File: src/hw/rtl/btm_pkg.sv
// btm_pkg: shared types, constants and opcodes of the binary template match unit
// no dependencies; imported by the interfaces and every module of the block
`default_nettype none

package btm_pkg;

    localparam int SIDE_DEFAULT = 32;

    localparam int WEIGHT_W = 8;
    localparam int SCORE_W  = 18;
    localparam int COORD_W  = 8;
    localparam int CFG_IDX_W = 1;

    localparam logic [WEIGHT_W-1:0] WEIGHT_MAX    = 8'd255;
    localparam logic [SCORE_W-1:0]  SCORE_MAX     = 18'd261120;
    localparam logic [WEIGHT_W-1:0] REWARD_RESET  = 8'd10;
    localparam logic [WEIGHT_W-1:0] PENALTY_RESET = 8'd50;

    localparam logic [1:0] OP_LOAD  = 2'd0;
    localparam logic [1:0] OP_READ  = 2'd1;
    localparam logic [1:0] OP_SCORE = 2'd2;
    localparam logic [1:0] OP_TRAIN = 2'd3;

    localparam logic [CFG_IDX_W-1:0] CFG_REWARD  = 1'b0;
    localparam logic [CFG_IDX_W-1:0] CFG_PENALTY = 1'b1;

    typedef struct packed {
        logic [1:0]          opcode;
        logic [COORD_W-1:0]  coord_x;
        logic [COORD_W-1:0]  coord_y;
        logic                pixel_on;
        logic [WEIGHT_W-1:0] weight_in;
        logic                last_pixel;
    } in_item_t;

    typedef struct packed {
        logic [WEIGHT_W-1:0] weight_out;
        logic [SCORE_W-1:0]  score_total;
        logic                score_done;
    } out_item_t;

    typedef struct packed {
        logic [WEIGHT_W-1:0] reward_step;
        logic [WEIGHT_W-1:0] penalty_step;
    } cfg_t;

endpackage

`default_nettype wire

File: src/hw/rtl/btm_in_if.sv
// btm_in_if: valid/ready channel carrying one input item
// depends on btm_pkg
`default_nettype none

interface btm_in_if;
    import btm_pkg::*;

    logic     valid;
    logic     ready;
    in_item_t data;

    modport source (output valid, output data, input ready);
    modport sink   (input valid, input data, output ready);
endinterface

`default_nettype wire

File: src/hw/rtl/btm_out_if.sv
// btm_out_if: valid/ready channel carrying one result item
// depends on btm_pkg
`default_nettype none

interface btm_out_if;
    import btm_pkg::*;

    logic      valid;
    logic      ready;
    out_item_t data;

    modport source (output valid, output data, input ready);
    modport sink   (input valid, input data, output ready);
endinterface

`default_nettype wire

File: src/hw/rtl/btm_core.sv
// btm_core: item sequencing, weight read-modify-write, score accumulation, result register
// depends on btm_pkg, btm_in_if, btm_out_if
`default_nettype none

module btm_core #(
    parameter int SIDE = btm_pkg::SIDE_DEFAULT,
    parameter int AW   = $clog2(SIDE * SIDE)
) (
    input  wire logic                          clk,
    input  wire logic                          rst_n,
    btm_in_if.sink                             item,
    btm_out_if.source                          result,
    input  wire btm_pkg::cfg_t                 cfg,
    output logic                               rd_en,
    output logic [AW-1:0]                      rd_addr,
    input  wire logic [btm_pkg::WEIGHT_W-1:0]  rd_data,
    output logic                               wr_en,
    output logic [AW-1:0]                      wr_addr,
    output logic [btm_pkg::WEIGHT_W-1:0]       wr_data
);
    import btm_pkg::*;

    localparam int XW = (SIDE > 1) ? $clog2(SIDE) : 1;
    localparam logic [COORD_W-1:0] SIDE_C = COORD_W'(SIDE);
    localparam logic [AW-1:0]      SIDE_A = AW'(SIDE);

    // item in flight
    logic                busy_reg;
    logic                busy_next;
    logic [1:0]          op_reg;
    logic                pix_reg;
    logic [WEIGHT_W-1:0] win_reg;
    logic                last_reg;
    logic                inr_reg;
    logic [AW-1:0]       addr_reg;

    logic [SCORE_W-1:0]  acc_reg;
    logic [SCORE_W-1:0]  acc_next;

    logic                out_valid_reg;
    logic                out_valid_next;
    out_item_t           out_data_reg;
    out_item_t           out_data_next;

    logic                accept;
    logic                advance;
    logic                in_range;
    logic [AW-1:0]       addr;

    logic [WEIGHT_W-1:0] w;
    logic [WEIGHT_W:0]   up_sum;
    logic [WEIGHT_W-1:0] train_w;
    logic [WEIGHT_W-1:0] add_w;
    logic [SCORE_W:0]    score_sum;
    logic [SCORE_W-1:0]  score_sat;

    assign item.ready = !busy_reg;
    assign accept     = item.valid && !busy_reg;
    assign advance    = busy_reg && (!out_valid_reg || result.ready);

    assign in_range = (item.data.coord_x < SIDE_C) && (item.data.coord_y < SIDE_C);
    assign addr     = AW'(AW'(item.data.coord_x[XW-1:0]) * SIDE_A)
                    + AW'(item.data.coord_y[XW-1:0]);

    assign rd_en   = accept;
    assign rd_addr = addr;

    // weight arithmetic
    assign w       = inr_reg ? rd_data : '0;
    assign up_sum  = {1'b0, w} + {1'b0, cfg.reward_step};

    always_comb
    begin
        if (pix_reg)
        begin
            train_w = up_sum[WEIGHT_W] ? WEIGHT_MAX : up_sum[WEIGHT_W-1:0];
        end
        else
        begin
            train_w = (w > cfg.penalty_step) ? (w - cfg.penalty_step) : '0;
        end
    end

    assign add_w     = pix_reg ? w : (WEIGHT_MAX - w);
    assign score_sum = {1'b0, acc_reg} + (SCORE_W + 1)'(add_w);
    assign score_sat = (score_sum > {1'b0, SCORE_MAX}) ? SCORE_MAX : score_sum[SCORE_W-1:0];

    always_comb
    begin
        wr_en   = 1'b0;
        wr_addr = addr_reg;
        wr_data = win_reg;
        acc_next = acc_reg;
        out_data_next = out_data_reg;
        if (advance)
        begin
            out_data_next.score_total = acc_reg;
            out_data_next.score_done  = 1'b0;
            case (op_reg)
                OP_LOAD:
                begin
                    wr_en   = inr_reg;
                    wr_data = win_reg;
                    out_data_next.weight_out = inr_reg ? win_reg : '0;
                end
                OP_READ:
                begin
                    out_data_next.weight_out = w;
                end
                OP_SCORE:
                begin
                    out_data_next.weight_out  = w;
                    out_data_next.score_total = score_sat;
                    out_data_next.score_done  = last_reg;
                    acc_next = last_reg ? '0 : score_sat;
                end
                OP_TRAIN:
                begin
                    wr_en   = inr_reg;
                    wr_data = train_w;
                    out_data_next.weight_out = inr_reg ? train_w : '0;
                end
                default:
                begin
                    out_data_next.weight_out = w;
                end
            endcase
        end
    end

    always_comb
    begin
        busy_next = busy_reg;
        if (accept)
        begin
            busy_next = 1'b1;
        end
        else if (advance)
        begin
            busy_next = 1'b0;
        end

        out_valid_next = out_valid_reg;
        if (advance)
        begin
            out_valid_next = 1'b1;
        end
        else if (result.ready)
        begin
            out_valid_next = 1'b0;
        end
    end

    always_ff @(posedge clk or negedge rst_n)
    begin
        if (!rst_n)
        begin
            busy_reg      <= 1'b0;
            out_valid_reg <= 1'b0;
            acc_reg       <= '0;
        end
        else
        begin
            busy_reg      <= busy_next;
            out_valid_reg <= out_valid_next;
            acc_reg       <= acc_next;
        end
    end

    always_ff @(posedge clk)
    begin
        if (accept)
        begin
            op_reg   <= item.data.opcode;
            pix_reg  <= item.data.pixel_on;
            win_reg  <= item.data.weight_in;
            last_reg <= item.data.last_pixel;
            inr_reg  <= in_range;
            addr_reg <= addr;
        end
        out_data_reg <= out_data_next;
    end

    assign result.valid = out_valid_reg;
    assign result.data  = out_data_reg;

endmodule

`default_nettype wire

File: src/flat_wrapper.sv
// flat-port wrapper written by rule: the top's interface ports become plain ports
module btm_core_flat import btm_pkg::*;
#(
    parameter int SIDE = btm_pkg::SIDE_DEFAULT,
    parameter int AW   = $clog2(SIDE * SIDE)
)
  (clk, rst_n, cfg, rd_en, rd_addr, rd_data, wr_en, wr_addr, wr_data, item_valid, item_data, item_ready, result_valid, result_data, result_ready);
  btm_in_if item_i ();
  btm_out_if result_i ();
  input  wire logic clk;
  input  wire logic rst_n;
  input  wire btm_pkg::cfg_t cfg;
  output logic rd_en;
  output logic [AW-1:0] rd_addr;
  input  wire logic [btm_pkg::WEIGHT_W-1:0] rd_data;
  output logic wr_en;
  output logic [AW-1:0] wr_addr;
  output logic [btm_pkg::WEIGHT_W-1:0] wr_data;
  input wire logic [$bits(item_i.valid)-1:0] item_valid;
  input wire logic [$bits(item_i.data)-1:0] item_data;
  output wire logic [$bits(item_i.ready)-1:0] item_ready;
  output wire logic [$bits(result_i.valid)-1:0] result_valid;
  output wire logic [$bits(result_i.data)-1:0] result_data;
  input wire logic [$bits(result_i.ready)-1:0] result_ready;
  assign item_i.valid = item_valid;
  assign item_i.data = item_data;
  assign item_ready = item_i.ready;
  assign result_valid = result_i.valid;
  assign result_data = result_i.data;
  assign result_i.ready = result_ready;
  btm_core #(.SIDE(SIDE), .AW(AW)) u_core (.clk(clk), .rst_n(rst_n), .item(item_i), .result(result_i), .cfg(cfg), .rd_en(rd_en), .rd_addr(rd_addr), .rd_data(rd_data), .wr_en(wr_en), .wr_addr(wr_addr), .wr_data(wr_data));
endmodule
File: config.mk
export PLATFORM = sky130hd
export DESIGN_NAME = btm_core_flat
export DESIGN_NICKNAME = d
export VERILOG_FILES = /design/src/hw/rtl/btm_pkg.sv /design/src/hw/rtl/btm_in_if.sv /design/src/hw/rtl/btm_out_if.sv /design/src/hw/rtl/btm_core.sv /design/src/flat_wrapper.sv
export SDC_FILE = /design/constraint.sdc
export NUM_CORES = 1
export LEC_CHECK = 0
export BUFFER_PORTS_ARGS = -buffer_cell sky130_fd_sc_hd__buf_2
export CORE_ASPECT_RATIO = 1.5
export CORE_MARGIN = 5
export CORE_UTILIZATION = 50
export CTS_CLUSTER_DIAMETER = 200
export DETAILED_ROUTE_END_ITERATION = 7
export PLACE_DENSITY_LB_ADDON = 0.2
export SLEW_MARGIN = 20
export SYNTH_ARGS = -nofsm -noshare
export SYNTH_HDL_FRONTEND = slang
export SYNTH_SLANG_ARGS = --single-unit
File: constraint.sdc
create_clock -name clk -period 5.4 [get_ports clk]
set_clock_uncertainty 0.1 [all_clocks]
set_input_delay 1.08 -clock clk [delete_from_list [all_inputs] [get_ports clk]]
set_output_delay 1.08 -clock clk [all_outputs]
set_load 0.02 [all_outputs]
---- After elaboration in Yosys (flattened, before gate mapping) ----
Index checks and enable logic that the tools add are counted.
word-level totals
  register bits after elaboration ......... 70
  bits of input ports ..................... 56
  output and inout bits ................... 59
  word-level logic and storage cells ...... 55
cells by class
  $add $sub $neg .......................... 5
  order comparisons ....................... 4
  equality and inequality tests ........... 3
  multiplexer cells ....................... 19
  reduce and logical (&&, ||, !) cells .... 12
operators with widths
  kind                                                                                count
  8-bit 2-to-1 mux                                                                    9
  18-bit 2-to-1 mux                                                                   2
  8-bit one-hot mux with 3 select lines                                               1
  18-bit by 8-bit adder with 19-bit output                                            1
  19-bit by 18-bit greater-than comparator with 1-bit output (second input constant)  1
  19-bit 2-to-1 mux                                                                   1
  8-bit by 6-bit < comparator with 1-bit output (second input constant)               2
  10-bit by 5-bit adder with 10-bit output                                            1
  8-bit by 8-bit adder with 9-bit output                                              1
  8-bit greater-than comparator                                                       1
  8-bit subtractor                                                                    1
  8-bit subtractor (first input constant)                                             1
  1-bit 2-to-1 mux                                                                    6
  2-bit == test (second input constant)                                               2
  2-bit nonzero test                                                                  2
  2-bit OR reduction                                                                  2
  1-bit logical AND                                                                   3
  2-bit by 1-bit == test with 1-bit output (second input constant)                    1
  1-bit logical NOT                                                                   2
  2-bit logical NOT                                                                   1
  2-bit AND reduction                                                                 1
  1-bit logical OR                                                                    1

---- Longest topological paths before layout ----
  depth after elaboration ................. 7
  mapped depth ............................ 14

---- Worst setup path after synthesis ----
OpenSTA, ideal clock, no wires.
  path kind ............................... in2out
  start point ............................. in rd_data[0] in the netlist's numbering
  end point ............................... out wr_data[1] in the netlist's numbering
  data arrival time ....................... 3401 ps
  data required time ...................... 4220 ps
  path slack .............................. 819 ps
  stages .................................. 12
  cell sequence ........................... nand2_1 -> ha_1 -> inv_1 -> fa_1 -> a21o_1 -> a21oi_1 -> nor2b_1 -> o31a_1 -> o31a_1 -> nor2b_1 -> a22oi_1 -> o21ai_0
on the way
  longest elaborated chain between the ends .. 6
ends and longest elaborated chain
  element                                     line                            source
  start: declaration                          flat_wrapper.sv:15              input wire logic [btm_pkg::WEIGHT_W-1:0] rd_data;
  8-bit 2-to-1 mux *                          btm_core.sv:69                  assign w = inr_reg ? rd_data : '0;
  8-bit subtractor (tied with other cells)    btm_core.sv:80                  train_w = (w > cfg.penalty_step) ? (w - cfg.penalty_step) : '0;
  8-bit 2-to-1 mux, on equally long branches  btm_core.sv:80, btm_core.sv:76
  8-bit 2-to-1 mux *                          btm_core.sv:74                  if (pix_reg)
  8-bit 2-to-1 mux *                          btm_core.sv:99                  case (op_reg)
  8-bit 2-to-1 mux *                          btm_core.sv:95                  if (advance)
  end: declaration                            flat_wrapper.sv:18              output logic [btm_pkg::WEIGHT_W-1:0] wr_data;
Mark *: on every way between the ends. The rest lies on a longest branch, timed or not.

---- Worst setup path after layout ----
Same ends and word-level chain as after synthesis.

==> metrics <==
outcome complete, no violations; Initial Util 50.29%; Max Fclk 0.2014 GHz; Period minus WS final 4.965 ns; CTS sink cnt 70; Horiz. Die Dim 88.31 µm; flop and latch count out of synthesis 70; period utilization 91.94%; fin. max-slew vios 0; Sequential Power Share 32.8%; grt ovf 0; Clock power frac 24.5%; crit path kind primary input to output port; cell taking the most area after synthesis edfxtp_1; Layout area overhead 19.67%; Die H 127.5 µm; Die ar. 11260 µm²; Clock Pin Slew Worst Setup and Hold Paths 0.06 ns; Critical Path AT 3.78 ns; Syn Inst Count 469; initial antenna violation count 0; CP endpoint kind output port; RSZ-0062 raised after global routing no; Detail Placement HPWL 9709 µm; global-route wire length before repair 20150 µm; clk_lat worst skew 0.34 ns; Power Density 478.5 nW/µm²; Peak VDD IR 245.3 µV; PortBufs 114; Final nets 655; number of synthesized flops with an enable pin 50; syn_area_per_cell 9.807 µm²; Setup TNS 0 ns; Worst Setup SP rd_data[0]; crit path to wr_data[1]; Power Total 0.002634 W; flop2flop setup slack 1.16 ns; maximum capacitance violations 0; TritonCTS clock tree built; vias in the first global route 4056; CTS H-Tree Depth 3; DR vias/cell 5.864; top cells by area, synth edfxtp_1 33%, dfrtp_1 11%, ha_1 7.3%; Residual DRC 0; I/O pin count 115; share of layout cells above drive strength 1 25.78%; Worst EP required 4.22 ns; Core Area 9146 µm²; Routability Congestion 0.9841; final WL 12330 µm; pin count of the biggest net entering global routing 31; Int Pwr 0.001579 W; hold buffers post-CTS 0; hold path depth 2; synth cell count leaders 50 x edfxtp_1, 41 x nand2_1, 36 x a21oi_1, 35 x nor2_1, 30 x inv_1; Slew Limit Headroom 56.43%; via count 4023; post-synth top area share 32.64%; clock buffer depth 2; Row Count 43; drt pass-1 iters 5; number of flip-flops in the largest register 27; DRT iter0 DRCs 273; switching share of total power 40.03%; Post-CTS Setup Bufs 0; switching pwr 0.001054 W; R2R depth 13; critical path peak fanout 5; ys async rst share 28.57%; routed len/inst 17.97 µm; Antenna Nets Post-Route 0; clk root buf clkbuf_16; sequential share of the synthesized area 43.53%; post-synthesis cell type count 62; worst min path class flip-flop to flip-flop; PostCTS Resize Cnt 0; Netlist Area Pre-Place 4599 µm²; Fin. Hold Viols 0; Main synth FF type edfxtp_1; Total Routing Usage GR 23.29%; count leader, synth edfxtp_1; endpoint of the worst register-to-register path u_core.result.data[4]; antenna cell count 0; Static Leak 2.442 nW; final setup fails 0; Net Count, Synth 555; Critical Path Start Type primary input; YS warnings 0; pin slew with the least headroom to its limit 0.6467 ns; Num CTS Buffers 9; worst reg2reg startpoint u_core.inr_reg; combinational share of power 42.7%; Core Util, Final 60.18%
layout make-up:
class,count,area [µm²]
timing repair buffer,117,593.1
multi-input combinational,340,2331
clock buffer,9,225.2
tap,112,140.1
inverter,31,116.4
sequential,70,2002
fill,812,3642
clock inverter,7,96.34
cell families (layout without fill, tap and decap cells):
kind of cell             after synthesis  in the layout  share of synthesized area [%]
multiplexers                           1              1                         0.2448
AND/OR/NAND/NOR                      141            141                          15.37
flip-flops                            70             70                          43.53
AO/OA/AOI/OAI                        147            147                          22.36
XOR/XNOR                              21             21                          3.999
buffers and inverters                 59            164                          5.849
adder cells (fa/ha/maj)               30             30                          8.651
metal layers:
layer  GRT usage [%]  routed length (µm)  share of wire [%]
met5               0                   0                  0
met3           4.710                 795                6.4
met1           25.89                4500                 37
met4           11.39                 460                3.7
met2           41.30                6570                 53
placed cells by master, fill, tap and decap left out, types with 9 or more instances in the layout:
cell type / netlist / routed
nor2b_1: 13 / 12
o221ai_1: 9 / 9
clkbuf_16: 0 / 9
ha_1: 27 / 27
nand2_1: 41 / 41
o21a_1: 11 / 11
a22o_1: 12 / 12
nor2_1: 35 / 35
edfxtp_1: 50 / 50
buf_2: 2 / 114
inv_1: 30 / 30
dfrtp_1: 20 / 20
xor2_1: 13 / 13
a21oi_1: 36 / 36
o21ai_0: 23 / 23
through the flow:
step	worst slack, ns	instance area [µm²]	hold slack [ns]	instances
after global routing	0.2207	5504	0.4637	686
final	0.4351	5504	0.4292	686
after CTS	0.4438	5504	0.4258	686
after floorplan	0.8188	4599	0.3791	469
after global placement	0.5075	5182	0.4040	670
after detailed placement	0.4525	5182	0.4089	670
power by group through the flow:
stage / clock (W) / sequential (W) / combinational [W]
after floorplan: 0 / 0.000960 / 0.000710
after global placement: 0 / 0.000867 / 0.00111
after detailed placement: 0 / 0.000872 / 0.00112
after CTS: 0.000653 / 0.000864 / 0.00113
after global routing: 0.000684 / 0.000882 / 0.00123
final: 0.000645 / 0.000865 / 0.00112
critical path: stages:
cell     delay, ns
buf_2         0.10
nand2_1       0.14
ha_1          0.20
inv_1         0.06
fa_1          0.40
a21o_1        0.19
a21oi_1       0.22
nor2b_1       0.09
o31a_1        0.26
o31a_1        0.28
nor2b_1       0.21
a22oi_1       0.26
o21ai_0       0.12
buf_2         0.18
worst min-delay path by stage:
stage / endpoint / start
floorplan: u_core.acc_reg[2] / u_core.acc_reg[2]
global placement: u_core.result.valid / u_core.result.valid
detailed placement: u_core.result.valid / u_core.result.valid
CTS: u_core.result.valid / u_core.result.valid
global route: u_core.acc_reg[2] / u_core.acc_reg[2]
finish: u_core.result.valid / u_core.result.valid
(Power assumes the default switching activity.)
