### config.mk
export PLATFORM = sky130hd
export DESIGN_NAME = btm_cfg
export DESIGN_NICKNAME = d
export VERILOG_FILES = /design/src/hw/rtl/btm_pkg.sv /design/src/hw/rtl/btm_cfg.sv
export SDC_FILE = /design/constraint.sdc
export NUM_CORES = 1
export LEC_CHECK = 0
export ABC_AREA = 1
export ABC_CLOCK_PERIOD_IN_PS = 1300
export BUFFER_PORTS_ARGS = -buffer_cell sky130_fd_sc_hd__buf_2
export CAP_MARGIN = 20
export CORE_UTILIZATION = 48
export DETAILED_ROUTE_END_ITERATION = 10
export GPL_TIMING_DRIVEN = 0
export PLACE_DENSITY = 0.8
export SLEW_MARGIN = 15
export SYNTH_ARGS = -nofsm -noshare
export SYNTH_HDL_FRONTEND = slang
export SYNTH_SLANG_ARGS = --single-unit
export TNS_END_PERCENT = 10
### constraint.sdc
create_clock -name clk -period 1.3 [get_ports clk]
set_clock_uncertainty 0.1 [all_clocks]
set_input_delay 0.13 -clock clk [delete_from_list [all_inputs] [get_ports clk]]
set_output_delay 0.13 -clock clk [all_outputs]
set_load 0.01 [all_outputs]
### src/hw/rtl/btm_pkg.sv
// btm_pkg: shared types, constants and opcodes of the binary template match unit
// no dependencies; imported by the interfaces and every module of the block
`default_nettype none

package btm_pkg;

    localparam int SIDE_DEFAULT = 32;

    localparam int WEIGHT_W = 8;
    localparam int SCORE_W  = 18;
    localparam int COORD_W  = 8;
    localparam int CFG_IDX_W = 1;

    localparam logic [WEIGHT_W-1:0] WEIGHT_MAX    = 8'd255;
    localparam logic [SCORE_W-1:0]  SCORE_MAX     = 18'd261120;
    localparam logic [WEIGHT_W-1:0] REWARD_RESET  = 8'd10;
    localparam logic [WEIGHT_W-1:0] PENALTY_RESET = 8'd50;

    localparam logic [1:0] OP_LOAD  = 2'd0;
    localparam logic [1:0] OP_READ  = 2'd1;
    localparam logic [1:0] OP_SCORE = 2'd2;
    localparam logic [1:0] OP_TRAIN = 2'd3;

    localparam logic [CFG_IDX_W-1:0] CFG_REWARD  = 1'b0;
    localparam logic [CFG_IDX_W-1:0] CFG_PENALTY = 1'b1;

    typedef struct packed {
        logic [1:0]          opcode;
        logic [COORD_W-1:0]  coord_x;
        logic [COORD_W-1:0]  coord_y;
        logic                pixel_on;
        logic [WEIGHT_W-1:0] weight_in;
        logic                last_pixel;
    } in_item_t;

    typedef struct packed {
        logic [WEIGHT_W-1:0] weight_out;
        logic [SCORE_W-1:0]  score_total;
        logic                score_done;
    } out_item_t;

    typedef struct packed {
        logic [WEIGHT_W-1:0] reward_step;
        logic [WEIGHT_W-1:0] penalty_step;
    } cfg_t;

endpackage

`default_nettype wire

### src/hw/rtl/btm_cfg.sv
// btm_cfg: reward and penalty step registers behind the plain write port
// depends on btm_pkg
`default_nettype none

module btm_cfg (
    input  wire logic                             clk,
    input  wire logic                             rst_n,
    input  wire logic                             cfg_wen,
    input  wire logic [btm_pkg::CFG_IDX_W-1:0]    cfg_index,
    input  wire logic [btm_pkg::WEIGHT_W-1:0]     cfg_wdata,
    output btm_pkg::cfg_t                         cfg
);
    import btm_pkg::*;

    logic [WEIGHT_W-1:0] reward_reg;
    logic [WEIGHT_W-1:0] reward_next;
    logic [WEIGHT_W-1:0] penalty_reg;
    logic [WEIGHT_W-1:0] penalty_next;

    always_comb
    begin
        reward_next  = reward_reg;
        penalty_next = penalty_reg;
        if (cfg_wen)
        begin
            case (cfg_index)
                CFG_REWARD:  reward_next  = cfg_wdata;
                CFG_PENALTY: penalty_next = cfg_wdata;
                default:     ;
            endcase
        end
    end

    always_ff @(posedge clk or negedge rst_n)
    begin
        if (!rst_n)
        begin
            reward_reg  <= REWARD_RESET;
            penalty_reg <= PENALTY_RESET;
        end
        else
        begin
            reward_reg  <= reward_next;
            penalty_reg <= penalty_next;
        end
    end

    assign cfg.reward_step  = reward_reg;
    assign cfg.penalty_step = penalty_reg;

endmodule

`default_nettype wire

# Word-level counts from Yosys, hierarchy flattened
# Index checks and enable logic that the tools add are counted.
dict set report totals {
  regBits 16
  inputBits 12
  out_inout_bits 16
  elab_cells 5
}
dict set report classes {
  bitwise 1
  n_reduce_logical 2
}
# cell n
set op_table {}
lappend op_table {{$reduce_and 2->1} 2}
lappend op_table {{$not 1->1} 1}

# Longest topological paths before layout
# Gate-level depths: netlist of run 1.
dict set report logic_depth {
  word_depth 2
  depth_mapped 5
  ltp_nobuf 4
}

# Least setup slack after synthesis of run 1
# Ideal clock, no wire load.
dict set report synth_path {
  path_kind {reg2reg}
  from {reg, netlist name penalty_reg[1]}
  to {reg penalty_reg[1]}
  setup_time_ns 0.060
  arrival_ns 0.631
  path_slack_ns 0.508
  path_stages_with_launch 3
  period_less_slack_ns 0.792
  cell_sequence {dfstp_2 nand2_1 nand2_1}
}
# item line
set synth_rtl {}
lappend synth_rtl {{end signal, assigned} btm_cfg.sv:44} ;# penalty_reg <= penalty_next;
lappend synth_rtl {{end, declared} btm_cfg.sv:17} ;# logic [WEIGHT_W-1:0] penalty_reg;

# Worst setup path after layout of run 1
dict set report layout_path {
  from {reg penalty_reg[1]}
  to {out cfg[1] (netlist bit)}
}
# item line
set layout_rtl {}
lappend layout_rtl {{end, declared} btm_cfg.sv:11} ;# output btm_pkg::cfg_t cfg
# No word-level cell between the ends.

==> impl_metrics.ini, run 1 <==
[synthesis]
ys_ff_latch = 16
synth_area_per_cell_um2 = 9.56
synthFlopType = dfrtp_1
ys_types = 8
synthArstFlopShare = 1.00
ys_seq_area_frac = 0.607
synth_top_area_cell = dfrtp_1
synth_cells = 70
yosys_warnings = 0
synth_common_cells = nand2_1 (32), nand3_1 (16), dfrtp_1 (11)
yosysTopAreaCellShare = 0.411
yosysMostFrequentCell = nand2_1
synthesis.nets = 82
synth-edff-count = 0
synth_area_um2 = 669
synth_area_leaders = dfrtp_1 (41%), dfstp_2 (20%), nand2_1 (18%)

[power_and_ir_drop]
finalPower_uw = 1180
vdd_drop_max_mv = 0.797
powerDensity_nw_per_um2 = 1220
switchingPower_uw = 318
p_clk_frac = 0.277
p_int_uw = 858
leakagePower_uw = 0.000531
p_comb_frac = 0.210
seqPwrFrac = 0.513
power_switching_share = 0.270

[job]
cap_viol_max_count = 0

[routing]
first_pass_iters = 4
vias = 603
drt-wirelength-per-cell_um = 11.4
drc = 0
viasPerCell = 4.82
drt_iter0_drc = 11
drtAntennaViolNets = 0
wirelength_mm = 1.43

[cells_and_area]
drive_above_1_share = 0.364
area_delta_synth_final_pct = 43.4
layout.cells.non_filler = 125
fin_util = 0.738
n_antenna_cell = 0
num-fill-cells = 113
fin_nets = 123
fin_area_um2 = 960

[worst_setup_path]
critPathMaxFanout = 2
path_class = flip-flop to output port
cp_top_family = flip-flops
path_cells = buf_2
cpPeakStageDelay_ps = 540
arrival_ps = 950
crit_buf_inv = 1
crit_path_end_kind = output port
crit_required_ps = 1070
cp-start-kind = flip-flop
crit_slowest_cell = dfstp_2

[clock_network]
cts-resized-gates = 0
post_cts_buffers = 0
cts_max_path_buffers = 2
clock-sinks = 16
cts_made_buffers = 3
cts_tree = built
h-tree-depth = 1
clock_latency_ps = 280
cts_root_buf = clkbuf_4
clk_pin_slew_ps = 90

[timing]
rsz0062_at_grt = false
slew_violations = 0
clock.fmax_ghz = 0.850
setup_viol = 0
maxSlewHeadroom = 0.764
worstMarginPinSlew_ps = 354
finalCritPeriodShare = 0.905
hold_viol_final = 0
setup_tns_ps = 0
fin_crit_ps = 1180

[floorplanning]
ios = 28
die_w_um = 39.3
fp-row-count = 13
core_area_um2 = 1300
die_y_um = 39.3
dieArea_um2 = 1550
start_util = 0.514

[placement]
place.gp.congestion = 0.684
placement.cell_area_um2 = 813
dpl.hpwl_um = 950
numPortBuffers = 25
dp.cells = 110

[status]
status = finished, final reports clean

[global_route]
grt_usage = 0.215
antenna_found_initial = 0
grt_pass1_wl_mm = 2.13
grt_start_max_net_pins = 17
grt_pass1_vias = 506
gr-total-overflow = 0

[worst_hold_path]
hp-class = input port to async pin
## worst paths after layout
path	start	slack, ps	cells after the start	end
worst min register to register	reward_reg[3]	360	2	reward_reg[3]
worst min-delay path	rst_n	180	2	reward_reg[2]
worst max register to register	penalty_reg[1]	500	2	penalty_reg[1]
max in group asynchronous	rst_n	620	2	penalty_reg[5]
worst max-delay path	penalty_reg[1]	120	1	cfg[1]
min in group clk	reward_reg[3]	360	2	reward_reg[3]
## timing repair
item | 4_1_cts | 5_1_grt
endpoints found under the hold margin | 29 | 0
endpoints found under the setup margin | 0 | 0
hold buffers | 11 | 0
## cell families after synthesis
| group | synth area share |
|---|---|
| DFF | 0.607 |
| and+or+nand+nor | 0.325 |
| buffers and inverters | 0.0673 |
## through the flow
step	hold WS [ps]	setup slack, ps
final	176	123
after global routing	211	79.2
after CTS	175	113
after detailed placement	-43.4	441
after global placement	-51.5	443
after floorplan	-266	508
## placed cells by master (no fill, tap or decap)
master	synthesis	routed
dlygate4sd3_1	0	11
nand3_1	16	16
inv_8	1	1
dfstp_2	5	5
buf_2	0	25
nand2_1	32	32
dfrtp_1	11	11
buf_6	3	3
nand2_2	1	1
clkbuf_8	0	1
nand2_4	1	1
clkbuf_4	0	3
## power groups by stage
stage | sequential (uW) | clock, uW | combinational (uW)
2_1_floorplan | 646 | 0 | 86.3
3_3_place_gp | 610 | 0 | 217
3_5_place_dp | 611 | 0 | 223
4_1_cts | 603 | 336 | 248
5_1_grt | 610 | 348 | 280
6_report | 603 | 326 | 247
## area by class of cell
class                      count  area, um2  area share
buffer                         3       33.8      0.0352
clock buffer                   4       36.3      0.0378
inverter                       1       11.3      0.0117
multi-input combinational     50        218       0.227
sequential                    16        407       0.424
tap                           15       18.8      0.0196
timing repair buffer          36        235       0.245
## layer usage
layer	vias up	wire, um	global-route usage
met3	2	67	0.0341
met5	-	0	0
met4	0	19	0.129
met1	272	649	0.276
met2	22	690	0.338
li1	307	-	-
Power figures use the tool's default switching activity.
==> inputs of run 2 (changes only) <==
--- a/config.mk
+++ b/config.mk
@@ -13,6 +13,7 @@
 export DETAILED_ROUTE_END_ITERATION = 10
 export GPL_TIMING_DRIVEN = 0
 export PLACE_DENSITY = 0.8
+export REMOVE_ABC_BUFFERS = 1
 export SLEW_MARGIN = 15
 export SYNTH_ARGS = -nofsm -noshare
 export SYNTH_HDL_FRONTEND = slang
==> impl_metrics.ini, run 2 (synthesis gave the netlist of run 1 again) <==
[worst_setup_path]
path_class = flip-flop to output port
r2r_slack_ps = 500
crit_required_ps = 1070
path_cells = buf_2
crit_buf_inv = 1
r2r_cells = 2
crit_path_end_kind = output port
critPathMaxFanout = 2
crit_slowest_cell = dfstp_2
cpPeakStageDelay_ps = 540
cp-start-kind = flip-flop
r2r-start = penalty_reg[1]
reg2reg_to = penalty_reg[1]
cp_top_family = flip-flops
arrival_ps = 930

[global_route]
antenna_found_initial = 0
grt_usage = 0.201
gr-total-overflow = 0
grt_start_max_net_pins = 19
grt_pass1_wl_mm = 1.95
grt_pass1_vias = 496

[placement]
dp.cells = 109
dpl.hpwl_um = 926
place.gp.congestion = 0.639
numPortBuffers = 27
dp_slack_ps = 340

[timing]
slew_violations = 0
finalCritPeriodShare = 0.895
worstMarginPinSlew_ps = 341
rsz0062_at_grt = false
setup_tns_ps = 0
clock.fmax_ghz = 0.859
hold_viol_final = 0
maxSlewHeadroom = 0.773
setup_viol = 0
finalWorstSetupSlack_ps = 137
fin_crit_ps = 1160

[clock_network]
clock-sinks = 16
clk_pin_slew_ps = 80
cts_tree = built
cts_made_buffers = 3
cts_root_buf = clkbuf_4
clock_latency_ps = 280
cts_max_path_buffers = 2
h-tree-depth = 1

[floorplanning]
core_area_um2 = 1300
die_y_um = 39.3
die_w_um = 39.3
dieArea_um2 = 1550
fp-row-count = 13
ios = 28
start_util = 0.514

[worst_hold_path]
hold_depth = 3
whs_endpoint = penalty_reg[4]
hold_start = cfg_index
hp-class = input port to flip-flop

[routing]
vias = 584
drtAntennaViolNets = 0
drc = 0
drt-wirelength-per-cell_um = 11.0
wirelength_mm = 1.34
drt_iter0_drc = 11
viasPerCell = 4.79
first_pass_iters = 4

[job]
cap_viol_max_count = 0

[cells_and_area]
fin_nets = 120
area_delta_synth_final_pct = 35.3
layout.cells.non_filler = 122
drive_above_1_share = 0.355
n_antenna_cell = 0
layout_common_cells = nand2_1 (32), buf_2 (27), nand3_1 (16)
layout_commonest_cell = nand2_1

[power_and_ir_drop]
switchingPower_uw = 301
leakagePower_uw = 0.000506
p_clk_frac = 0.239
p_comb_frac = 0.211
powerDensity_nw_per_um2 = 1210
power_switching_share = 0.274
vdd_drop_max_mv = 0.869
seqPwrFrac = 0.550
p_int_uw = 795

[status]
status = finished, final reports clean
run 2: power groups by stage:
stage          Sequential (uW)  Clock (uW)  Combinational, uW
6_report                   602         262                231
5_1_grt                    611         283                260
4_1_cts                    603         272                234
3_5_place_dp               612           0                213
3_3_place_gp               610           0                209
2_1_floorplan              646           0               65.6
run 2: what timing repair did:
item	CTS	global route
endpoints found under the setup margin	0	0
gates resized for setup	0	0
setup buffers	0	0
endpoints found under the hold margin	28	0
hold buffers	9	0
run 2: area by class of cell:
cell class,instances,area (um2)
inverter,1,11.3
clock buffer,4,26.3
timing repair buffer,36,225
fill,109,395
tap,15,18.8
multi-input combinational,50,218
sequential,16,407
run 2: worst max-delay path by stage:
| stage | from | end | depth (start not counted) |
|---|---|---|---|
| floorplan | penalty_reg[1] | penalty_reg[1] | 2 |
| global placement | cfg_wen | penalty_reg[6] | 4 |
| CTS | reward_reg[3] | cfg[11] | 1 |
| global route | reward_reg[3] | cfg[11] | 1 |
| detailed placement | cfg_wen | penalty_reg[7] | 4 |
| finish | penalty_reg[1] | cfg[1] | 1 |
run 2: through the flow:
stage,util,instance area [um2],hold WS [ps],total power (uW)
2_1_floorplan,-,636,-266,712
3_3_place_gp,0.607,790,-48.5,819
3_5_place_dp,0.607,790,-47.3,825
4_1_cts,0.696,906,80.5,1110
5_1_grt,0.696,906,108,1150
6_report,0.696,906,86.8,1100
run 2: metal layers:
layer | vias to the layer above | wire length, um | part of all wire | GRT usage
met3 | 2 | 68 | 0.051 | 0.0341
met2 | 20 | 667 | 0.50 | 0.325
met4 | 0 | 10 | 0.0075 | 0.155
li1 | 300 | - | - | -
met5 | - | 0 | 0 | 0
met1 | 262 | 592 | 0.44 | 0.234
==> inputs of run 3 (changes only) <==
--- a/config.mk
+++ b/config.mk
@@ -7,13 +7,14 @@
 export LEC_CHECK = 0
 export ABC_AREA = 1
 export ABC_CLOCK_PERIOD_IN_PS = 1300
-export BUFFER_PORTS_ARGS = -buffer_cell sky130_fd_sc_hd__buf_2
+export BUFFER_PORTS_ARGS = -buffer_cell sky130_fd_sc_hd__buf_4
 export CAP_MARGIN = 20
 export CORE_UTILIZATION = 48
 export DETAILED_ROUTE_END_ITERATION = 10
 export GPL_TIMING_DRIVEN = 0
-export PLACE_DENSITY = 0.8
+export PLACE_DENSITY = 0.87
 export REMOVE_ABC_BUFFERS = 1
+export SKIP_LAST_GASP = 1
 export SLEW_MARGIN = 15
 export SYNTH_ARGS = -nofsm -noshare
 export SYNTH_HDL_FRONTEND = slang
==> impl_metrics.ini, run 3 (synthesis gave the netlist of run 1 again) <==
[status]
status = finished, final reports clean

[worst_setup_path]
cpPeakStageDelay_ps = 540
crit_buf_inv = 1
reg2reg_to = penalty_reg[1]
setup.worst_path.start = reward_reg[3]
path_class = flip-flop to output port
cp_top_family = flip-flops
critPathMaxFanout = 2
crit_path_end = cfg[11]
r2r_cells = 2
path_cells = buf_4
r2r-start = penalty_reg[1]
cp-start-kind = flip-flop
arrival_ps = 930
r2r_slack_ps = 490
crit_cells = 1
crit_slowest_cell = dfstp_2
crit_required_ps = 1070
crit_path_end_kind = output port

[power_and_ir_drop]
leakagePower_uw = 0.000525
finalPower_uw = 1160
powerDensity_nw_per_um2 = 1190
vdd_drop_max_mv = 0.805

[clock_network]
cts_made_buffers = 3
post_cts_buffers = 0
clk_pin_slew_ps = 90
cts_max_path_buffers = 2
clock_latency_ps = 280
cts_root_buf = clkbuf_4
h-tree-depth = 1
cts-resized-gates = 0
cts_tree = built
cts_hold_buf = 9
clock-sinks = 16

[routing]
drt_iter0_drc = 19
vias = 614
viasPerCell = 5.03
drtAntennaViolNets = 0
drc = 0
wirelength_mm = 1.60
first_pass_iters = 4
drt-wirelength-per-cell_um = 13.1

[timing]
fin_crit_ps = 1160
rsz0062_at_grt = false
hold_viol_final = 0
slew_violations = 0
setup_tns_ps = 0
setup_viol = 0
maxSlewHeadroom = 0.867
finalCritPeriodShare = 0.896
clock.fmax_ghz = 0.859
worstMarginPinSlew_ps = 199

[cells_and_area]
n_antenna_cell = 0
layout_common_cells = nand2_1 (32), buf_4 (27), nand3_1 (16)
layout.cells.non_filler = 122
fin_area_um2 = 973
area_delta_synth_final_pct = 45.4
layout_commonest_cell = nand2_1
fin_nets = 120
drive_above_1_share = 0.355

[global_route]
antenna_found_initial = 0
gr-total-overflow = 0
grt_pass1_wl_mm = 2.35
grt_start_max_net_pins = 19
grt_usage = 0.231
grt_pass1_vias = 595

[floorplanning]
die_y_um = 39.3
start_util = 0.514
core_area_um2 = 1300
die_w_um = 39.3
fp-row-count = 13
ios = 28
dieArea_um2 = 1550

[placement]
place.gp.congestion = 0.686
dp.cells = 109
numPortBuffers = 27
placement.cell_area_um2 = 857
dpl.hpwl_mm = 1.02

[worst_hold_path]
hp-class = input port to flip-flop

[job]
cap_viol_max_count = 0
-- run 3: cell count changes in the layout (fill, tap and decap cells not counted) --
cell and delta:
buf_2 -27, buf_4 +27
-- run 3: worst min path at each step --
| stage | start | to | depth (start not counted) |
|---|---|---|---|
| after global routing | cfg_index | penalty_reg[4] | 3 |
| after global placement | rst_n | reward_reg[6] | 1 |
| after detailed placement | rst_n | reward_reg[0] | 1 |
| after CTS | cfg_index | penalty_reg[4] | 3 |
| after floorplan | rst_n | penalty_reg[0] | 0 |
| final | cfg_index | penalty_reg[4] | 3 |
-- run 3: cell type report --
class | count | area (um2)
clock buffers | 4 | 26.3
fillers | 108 | 328
inverters | 1 | 11.3
multi-input cells | 50 | 218
flip-flops and latches | 16 | 407
well taps | 15 | 18.8
repair buffers | 36 | 293
-- run 3: report_power, final --
part	leakage, uW	total [uW]	internal, uW	switching [uW]
Sequential	0.000188	610	574	36.4
Clock	0.0000150	267	119	148
Combinational	0.000321	282	145	137
Total	0.000525	1160	838	321
-- run 3: metrics by stage --
stage / hold slack (ps) / setup slack [ps] / util
after detailed placement: -104 / 448 / 0.659
after global routing: 76.6 / 110 / 0.748
after CTS: 51.4 / 124 / 0.748
after global placement: -109 / 451 / 0.659
final: 60.5 / 135 / 0.748
after floorplan: -266 / 508 / -
-- run 3: metal layers --
layer  GRT usage  vias to the layer above  routed length [um]
li1            -                      298                   -
met1       0.253                      295                 613
met2       0.442                       21                 901
met3      0.0398                        0                  83
met4      0.0776                        0                   0
met5           0                        -                   0
